**config.mk**
```make
export PLATFORM = sky130hd
export DESIGN_NAME = perfect_harmonic_divisor_test_unit
export DESIGN_NICKNAME = d
export VERILOG_FILES = /design/src/rtl/phdt_pkg.sv /design/src/rtl/phdt_div.sv /design/src/rtl/phdt_dp.sv /design/src/rtl/phdt_ctrl.sv /design/src/rtl/perfect_harmonic_divisor_test_unit.sv
export SDC_FILE = /design/constraint.sdc
export NUM_CORES = 2
export LEC_CHECK = 0
export ABC_CLOCK_PERIOD_IN_PS = 10600
export BUFFER_PORTS_ARGS = -buffer_cell sky130_fd_sc_hd__buf_2
export CORE_MARGIN = 3
export CORE_UTILIZATION = 50
export CTS_CLUSTER_DIAMETER = 80
export DETAILED_ROUTE_END_ITERATION = 10
export PLACE_DENSITY = 0.66
export SYNTH_ARGS = -nofsm -noshare
export SYNTH_HDL_FRONTEND = slang
export SYNTH_HIERARCHICAL = 1
export SYNTH_SLANG_ARGS = --single-unit
```
**constraint.sdc**
```tcl
create_clock -name clk -period 10.6 [get_ports clk]
set_clock_uncertainty 0.2 [all_clocks]
set_input_delay 1.59 -clock clk [delete_from_list [all_inputs] [get_ports clk]]
set_output_delay 1.59 -clock clk [all_outputs]
set_load 0.1 [all_outputs]
```
**src/rtl/phdt_pkg.sv**
```systemverilog
// ----------------------------------------------------------------------------
// phdt_pkg
// Shared field widths and the command/status bundles that pass between the
// perfect/harmonic divisor test controller and its datapath.
// ----------------------------------------------------------------------------
`default_nettype none

package phdt_pkg;

  // Fixed field widths of the request and result channels
  localparam int IN_W    = 32;
  localparam int COUNT_W = 11;
  localparam int SUM_W   = 35;

  // Controller to datapath commands
  typedef struct packed {
    logic load;       // capture a new request and reset the scan
    logic div_trial;  // start a trial division n / d
    logic div_mod;    // start the harmonic check (n * count) mod sigma
    logic accum;      // fold the trial result into count and sigma
    logic mul;        // form n * count
    logic publish;    // load the result register
  } cmd_t;

  // Datapath to controller status
  typedef struct packed {
    logic sq_le_n;    // current candidate squared is not above n
    logic div_busy;   // divider still iterating
    logic out_free;   // result register can take a new result
  } status_t;

endpackage

`default_nettype wire

```
**src/rtl/phdt_div.sv**
```systemverilog
// ----------------------------------------------------------------------------
// phdt_div
// Restoring divider, one quotient bit per cycle. The caller picks the step
// count; a short dividend is loaded left-aligned so fewer steps suffice.
// ----------------------------------------------------------------------------
`default_nettype none

module phdt_div #(
  parameter int DVD_W = 43,
  parameter int DVS_W = 35
) (
  input  wire logic                       clk,
  input  wire logic                       rst,
  input  wire logic                       start,
  input  wire logic [$clog2(DVD_W+1)-1:0] steps,
  input  wire logic [DVD_W-1:0]           dividend,
  input  wire logic [DVS_W-1:0]           divisor,
  output logic                            busy,
  output logic [DVD_W-1:0]                quotient,
  output logic [DVS_W-1:0]                remainder
);

  localparam int CNT_W = $clog2(DVD_W + 1);

  logic [CNT_W-1:0] cnt;
  logic [DVS_W-1:0] rem;
  logic [DVD_W-1:0] quo;
  logic [DVS_W-1:0] dvs;

  logic [DVS_W:0]   rem_sh;
  logic             ge;
  logic [DVS_W-1:0] rem_next;

  // Shift in the next dividend bit and try the subtract
  always_comb begin
    rem_sh   = {rem, quo[DVD_W-1]};
    ge       = rem_sh >= {1'b0, dvs};
    rem_next = ge ? DVS_W'(rem_sh - {1'b0, dvs}) : rem_sh[DVS_W-1:0];
  end

  // Step counter
  always_ff @(posedge clk) begin
    if (rst) begin
      cnt <= '0;
    end else if (start) begin
      cnt <= steps;
    end else if (cnt != '0) begin
      cnt <= cnt - 1'b1;
    end
  end

  // Partial remainder and quotient shift register
  always_ff @(posedge clk) begin
    if (start) begin
      rem <= '0;
      quo <= dividend;
      dvs <= divisor;
    end else if (cnt != '0) begin
      rem <= rem_next;
      quo <= {quo[DVD_W-2:0], ge};
    end
  end

  assign busy      = cnt != '0;
  assign quotient  = quo;
  assign remainder = rem;

endmodule

`default_nettype wire

```
**src/rtl/phdt_dp.sv**
```systemverilog
// ----------------------------------------------------------------------------
// phdt_dp
// Datapath: candidate and square tracking, divisor count and sum
// accumulators, the shared divider, the n * count product and the result
// register.
// ----------------------------------------------------------------------------
`default_nettype none

module phdt_dp #(
  parameter int W = 32
) (
  input  wire logic                       clk,
  input  wire logic                       rst,
  input  wire phdt_pkg::cmd_t             cmd,
  output phdt_pkg::status_t               status,
  input  wire logic [phdt_pkg::IN_W-1:0]  number,
  output logic                            out_valid,
  input  wire logic                       out_stall,
  output logic [phdt_pkg::COUNT_W-1:0]    divisor_count,
  output logic [phdt_pkg::SUM_W-1:0]      proper_divisor_sum,
  output logic                            is_perfect,
  output logic                            is_harmonic
);

  localparam int COUNT_W = phdt_pkg::COUNT_W;
  localparam int SUM_W   = phdt_pkg::SUM_W;
  localparam int DW      = (W + 1) / 2 + 1;   // candidate, up to 2^ceil(W/2)
  localparam int SQW     = 2 * DW;            // candidate squared
  localparam int SW      = W + 3;             // divisor sum
  localparam int PW      = W + COUNT_W;       // n * count
  localparam int CNT_W   = $clog2(PW + 1);

  logic [W-1:0]       n;
  logic [DW-1:0]      d;
  logic [SQW-1:0]     sq;
  logic [COUNT_W-1:0] count;
  logic [SW-1:0]      sigma;
  logic [PW-1:0]      product;

  logic [PW-1:0]      div_dividend;
  logic [SW-1:0]      div_divisor;
  logic [CNT_W-1:0]   div_steps;
  logic               div_busy;
  logic [PW-1:0]      div_quo;
  logic [SW-1:0]      div_rem;

  logic [W-1:0]       partner;
  logic               is_div;
  logic               pair;
  logic [SW-1:0]      proper;

  // Select divider operands for trial or harmonic division
  always_comb begin
    if (cmd.div_mod) begin
      div_dividend = product;
      div_divisor  = sigma;
      div_steps    = CNT_W'(PW);
    end else begin
      div_dividend = {n, {COUNT_W{1'b0}}};
      div_divisor  = SW'(d);
      div_steps    = CNT_W'(W);
    end
  end

  phdt_div #(
    .DVD_W (PW),
    .DVS_W (SW)
  ) u_div (
    .clk       (clk),
    .rst       (rst),
    .start     (cmd.div_trial | cmd.div_mod),
    .steps     (div_steps),
    .dividend  (div_dividend),
    .divisor   (div_divisor),
    .busy      (div_busy),
    .quotient  (div_quo),
    .remainder (div_rem)
  );

  // Decode the trial result
  always_comb begin
    partner = div_quo[W-1:0];
    is_div  = div_rem == '0;
    pair    = partner != W'(d);
    proper  = sigma - SW'(n);
  end

  // Scan state and accumulators
  always_ff @(posedge clk) begin
    if (cmd.load) begin
      n     <= number[W-1:0];
      d     <= DW'(1);
      sq    <= SQW'(1);
      count <= '0;
      sigma <= '0;
    end else if (cmd.accum) begin
      if (is_div) begin
        count <= count + (pair ? COUNT_W'(2) : COUNT_W'(1));
        sigma <= sigma + SW'(d) + (pair ? SW'(partner) : SW'(0));
      end
      d  <= d + 1'b1;
      sq <= sq + SQW'({d, 1'b1});
    end
  end

  // Harmonic numerator
  always_ff @(posedge clk) begin
    if (cmd.mul) begin
      product <= PW'(n) * PW'(count);
    end
  end

  // Result register; zero input reports all zeros
  always_ff @(posedge clk) begin
    if (cmd.publish) begin
      divisor_count      <= (n != '0) ? count : '0;
      proper_divisor_sum <= (n != '0) ? SUM_W'(proper) : '0;
      is_perfect         <= (n != '0) && (proper == SW'(n));
      is_harmonic        <= (n != '0) && (div_rem == '0);
    end
  end

  always_ff @(posedge clk) begin
    if (rst) begin
      out_valid <= 1'b0;
    end else if (cmd.publish) begin
      out_valid <= 1'b1;
    end else if (!out_stall) begin
      out_valid <= 1'b0;
    end
  end

  // Status back to the controller
  always_comb begin
    status.sq_le_n  = sq <= SQW'(n);
    status.div_busy = div_busy;
    status.out_free = !out_valid || !out_stall;
  end

endmodule

`default_nettype wire

```
**src/rtl/phdt_ctrl.sv**
```systemverilog
// ----------------------------------------------------------------------------
// phdt_ctrl
// Controller: takes a request, steps the trial-division scan, then the
// harmonic check, and hands the result to the output register.
// ----------------------------------------------------------------------------
`default_nettype none

module phdt_ctrl (
  input  wire logic              clk,
  input  wire logic              rst,
  input  wire logic              in_valid,
  output logic                   in_stall,
  output phdt_pkg::cmd_t         cmd,
  input  wire phdt_pkg::status_t status
);

  typedef enum logic [2:0] {
    S_IDLE,
    S_CHECK,
    S_TRIAL,
    S_ACCUM,
    S_MUL,
    S_MOD,
    S_HDIV,
    S_FINISH
  } state_t;

  state_t state;
  state_t state_next;

  // Next state and commands
  always_comb begin
    state_next = state;
    cmd        = '0;
    unique case (state)
      S_IDLE: begin
        if (in_valid) begin
          cmd.load   = 1'b1;
          state_next = S_CHECK;
        end
      end
      S_CHECK: begin
        if (status.sq_le_n) begin
          cmd.div_trial = 1'b1;
          state_next    = S_TRIAL;
        end else begin
          state_next = S_MUL;
        end
      end
      S_TRIAL: begin
        if (!status.div_busy) begin
          state_next = S_ACCUM;
        end
      end
      S_ACCUM: begin
        cmd.accum  = 1'b1;
        state_next = S_CHECK;
      end
      S_MUL: begin
        cmd.mul    = 1'b1;
        state_next = S_MOD;
      end
      S_MOD: begin
        cmd.div_mod = 1'b1;
        state_next  = S_HDIV;
      end
      S_HDIV: begin
        if (!status.div_busy) begin
          state_next = S_FINISH;
        end
      end
      S_FINISH: begin
        if (status.out_free) begin
          cmd.publish = 1'b1;
          state_next  = S_IDLE;
        end
      end
      default: begin
        state_next = S_IDLE;
      end
    endcase
  end

  // Hold state
  always_ff @(posedge clk) begin
    if (rst) begin
      state <= S_IDLE;
    end else begin
      state <= state_next;
    end
  end

  assign in_stall = state != S_IDLE;

endmodule

`default_nettype wire

```
**src/rtl/perfect_harmonic_divisor_test_unit.sv**
```systemverilog
// Each candidate up to sqrt(n) passes through the CHECK, TRIAL and ACCUM states, with one
// pass of the bit-serial divider in TRIAL; the harmonic multiply and division follow, and
// output stalls add to the total time.
// Requests: one at a time; the next is taken once the result is
// loaded into the output register, while that result may still wait downstream.
// Reset: synchronous, active high; clears the controller and the output valid.
// ----------------------------------------------------------------------------
// perfect_harmonic_divisor_test_unit
// Classifies a positive number: divisor count, proper-divisor sum, perfect
// flag and an exact harmonic-divisor-number flag.
// ----------------------------------------------------------------------------
`default_nettype none

module perfect_harmonic_divisor_test_unit #(
  parameter int NUMBER_WIDTH = 32
) (
  input  wire logic                          clk,
  input  wire logic                          rst,
  input  wire logic                          in_valid,
  output logic                               in_stall,
  input  wire logic [phdt_pkg::IN_W-1:0]     number,
  output logic                               out_valid,
  input  wire logic                          out_stall,
  output logic [phdt_pkg::COUNT_W-1:0]       divisor_count,
  output logic [phdt_pkg::SUM_W-1:0]         proper_divisor_sum,
  output logic                               is_perfect,
  output logic                               is_harmonic
);

  phdt_pkg::cmd_t    cmd;
  phdt_pkg::status_t status;

  // Sequencer
  phdt_ctrl u_ctrl (
    .clk      (clk),
    .rst      (rst),
    .in_valid (in_valid),
    .in_stall (in_stall),
    .cmd      (cmd),
    .status   (status)
  );

  // Arithmetic and result register
  phdt_dp #(
    .W (NUMBER_WIDTH)
  ) u_dp (
    .clk                (clk),
    .rst                (rst),
    .cmd                (cmd),
    .status             (status),
    .number             (number),
    .out_valid          (out_valid),
    .out_stall          (out_stall),
    .divisor_count      (divisor_count),
    .proper_divisor_sum (proper_divisor_sum),
    .is_perfect         (is_perfect),
    .is_harmonic        (is_harmonic)
  );

endmodule

`default_nettype wire
```
==> flow_metrics.env <==
export IMPL_setup_viol=0
export IMPL_hold_depth=2
export IMPL_wl_um=86680
export IMPL_drtIter0Drc=1879
export IMPL_grtUsageMet2_pct=40.99
export IMPL_post_cts_setup_buffer_count=0
export IMPL_drc=0
export IMPL_vias_per_cell=5.668
export IMPL_synth_async_reset_ratio_pct=0
export IMPL_gp_congestion=0.9332
export IMPL_synth_top_area_share_pct=18.17
export IMPL_cts_num_sinks=343
export IMPL_dieArea_um2=69570
export IMPL_wire_per_inst_um=19.24
export IMPL_slew_violations=0
export IMPL_synth_top_cells_by_area="edfxtp_1 (18%), fa_1 (18%), ha_1 (9.3%), dfxtp_1 (8.6%), nand2_1 (5.1%)"
export IMPL_synth_area_per_cell_um2=9.107
export IMPL_min_path_type="register to register"
export IMPL_max_freq_mhz=149.6
export IMPL_cts_made_buffers=44
export IMPL_ff2ff_path_depth=20
export IMPL_required_ns=10.73
export IMPL_fp_dieH_um=263.8
export IMPL_grtUsageTotal_pct=24.98
export IMPL_p_per_area_nw_per_um2=160.5
export IMPL_final_nets=4190
export IMPL_postCtsHoldBufs=0
export IMPL_stdcell_area_um2=35630
export IMPL_portBuffers=85
export IMPL_period_share_pct=63.07
export IMPL_period_needed_ns=6.685
export IMPL_start_kind="register"
export IMPL_synthCells=3648
export IMPL_syn2layout_area_growth_pct=7.258
export IMPL_fin_tns_setup_ns=0
export IMPL_synth_warnings=6
export IMPL_postRouteAntennaNets=0
export IMPL_rsz0062_at_grt="false"
export IMPL_place_inst=4424
export IMPL_synth_distinct_cells=102
export IMPL_ir_drop_uv=122.8
export IMPL_boundaryPins=86
export IMPL_leakagePower_nw=15.96
export IMPL_root_buffer="clkbuf_16"
export IMPL_diodes=0
export IMPL_final_util_pct=54.78
export IMPL_core_um2=65050
export IMPL_htreeDepth=2
export IMPL_grt_max_degree=83
export IMPL_synth_flop_cell="edfxtp_1"
export IMPL_vias=25540
export IMPL_max_slew_margin_pct=35.07
export IMPL_first_global_vias=25390
export IMPL_grt_overflow_total=0
export IMPL_cts_tree="built"
export IMPL_yosys_area_top_type="edfxtp_1"
export IMPL_hold_viol=0
export IMPL_cts_resized=0
export IMPL_synth_edf_count=201
export IMPL_path_max_fanout=26
export IMPL_drive_above_1_share_pct=8.381
export IMPL_cts_path_max_buffers=3
export IMPL_clk_pin_slew_ns=0.06
export IMPL_nFillCells=5881
export IMPL_hold_ws_ns=0.3144
export IMPL_grt_pass1_wl_um=140100
export IMPL_netlist_area_um2=33220
export IMPL_ys_ff_latch=343
export IMPL_cp_arrival_ns=6.82
export IMPL_busiest_layer="met2"
export IMPL_antenna_found_initial=0
export IMPL_final_cells=4506
export IMPL_cap_violations=0
export IMPL_dpl_cell_area_um2=34160
export IMPL_met3_usage_pct=3.241
export IMPL_tightest_slew_ns=0.9740
export IMPL_die_w_um=263.8
export IMPL_status="completed"
export IMPL_firstDrtPassIters=5
export IMPL_start_util_pct=51.07
export IMPL_cp_end_kind="register"
export IMPL_worstSetupPathType="register to register"
export IMPL_hpwl_um=65190
export IMPL_clkLatencyLatePin_ns=0.59
export IMPL_rows=93
export IMPL_gr_usage_met1_pct=35.23
export IMPL_ys_seq_area_share_pct=26.73
synthesized netlist by cell type, types with 12 or more instances:
library cell    n
a311oi_1       12
nor2_1        244
fa_1          291
nand4_1        35
and2_1        195
ha_1          248
xnor2_1       149
a21o_1         81
dfxtp_1       142
inv_1         399
edfxtp_1      201
nand2_1       448
mux2_2         62
o21a_1         12
nand3_1        64
nor3_1         55
o21ai_0       112
nor4_1         31
a211oi_1       33
clkbuf_1      152
a21oi_1       205
a31oi_1        20
and3_1         28
xor2_1         67
o21bai_1       19
nor2b_1        41
buf_2          21
nand2b_1       22
mux2i_1        24
logic make-up (layout without fill, tap and decap cells):
kind of cell    after synthesis  count (layout)  synth area share [%]
buf+inv                     592             594                 6.934
other cells                   2               3               0.02261
simple gates               1235            1235                 17.98
xor+xnor                    218             218                 5.830
fa+ha+maj                   539             539                 26.88
flops                       343             343                 26.73
mux                          87              87                 2.893
compound gates              632             632                 12.74
where the power goes:
group | total (mW) | switching, mW | leakage [nW] | internal [mW]
Sequential | 1.96 | 0.265 | 3.08 | 1.69
Clock | 1.51 | 0.630 | 0.736 | 0.883
Combinational | 2.25 | 1.35 | 12.1 | 0.902
Total | 5.72 | 2.24 | 16.0 | 3.48
critical path, cell delays in order (launching register included):
cell	delay [ns]
dfxtp_1	0.58
buf_4	0.41
nand2_1	0.13
fa_1	0.51
inv_1	0.05
fa_1	0.46
fa_1	0.52
fa_1	0.55
inv_1	0.05
fa_1	0.53
inv_1	0.04
ha_1	0.36
a21o_1	0.20
a21o_1	0.19
a21oi_1	0.27
nand4b_1	0.17
a211oi_1	0.57
o31a_1	0.28
o21bai_1	0.07
a21oi_1	0.17
xnor2_1	0.08
layer usage:
layer / up-vias / wire length, um
met5: - / 0
met2: 771 / 40310
met3: 119 / 5152
li1: 12220 / -
met1: 12440 / 39110
met4: 0 / 2104
layout by cell type, fill, tap and decap left out, drive strengths merged, types with 8 or more instances in the layout:
cell,Yosys,routed
nand4,35,35
o21a,12,12
mux2,62,62
ha,248,248
or2,11,11
dfxtp,142,142
a31oi,20,20
a2111oi,16,16
a211oi,39,39
and3,28,28
nor2b,41,41
nor3,57,57
a311oi,13,13
o2111ai,8,8
clkbuf,154,54
xnor2,149,149
xor2,67,67
mux2i,24,24
or3,11,11
o211ai,12,12
nand2b,22,22
a21o,81,81
and4,10,10
edfxtp,201,201
nand2,448,448
inv,399,406
and2,195,195
buf,39,113
nand3,65,65
o21ai,123,123
nor4,33,33
clkinv,0,18
nor3b,11,11
o21bai,19,19
nor2,245,245
a21oi,207,207
o22ai,8,8
fa,291,291
registers in the layout (all words and copies together), names as in the netlist, 6 cells and up:
| name | cells |
|---|---|
| u_dp/product | 43 |
| u_dp/u_div/quotient | 43 |
| u_dp/proper_divisor_sum | 35 |
| u_dp/sigma | 35 |
| u_dp/u_div/dvs | 35 |
| u_dp/u_div/remainder | 35 |
| u_dp/sq | 34 |
| u_dp/n | 32 |
| u_dp/d | 17 |
| u_dp/count | 11 |
| u_dp/divisor_count | 11 |
| u_dp/u_div/cnt | 6 |
path summary, 6_finish.rpt:
check	from	endpoint	slack, ns
hold reg to reg	u_dp/sq[19]	u_dp/sq[19]	0.31
hold / removal	u_dp/sq[19]	u_dp/sq[19]	0.31
setup reg to reg	u_dp/count[5]	u_dp/product[39]	3.91
setup / recovery	u_dp/count[5]	u_dp/product[39]	3.91
final cells by class:
type	instances	area, um^2	share of cell area [%]
Tap cell	855	1070	3.002
Clock inverter	28	247.7	0.6953
Timing Repair Buffer	113	635.6	1.784
Sequential cell	343	8879	24.92
Clock buffer	54	1222	3.431
Multi-Input combinational cell	2714	22080	61.97
Inverter	399	1498	4.203
through the flow:
stage / power, mW / setup slack, ns
2_1_floorplan: 3.651 / 4.681
3_3_place_gp: 4.177 / 3.944
3_5_place_dp: 4.194 / 3.913
4_1_cts: 5.733 / 3.894
5_1_grt: 6.092 / 3.638
6_report: 5.718 / 3.915
(Power assumes the default switching activity.)
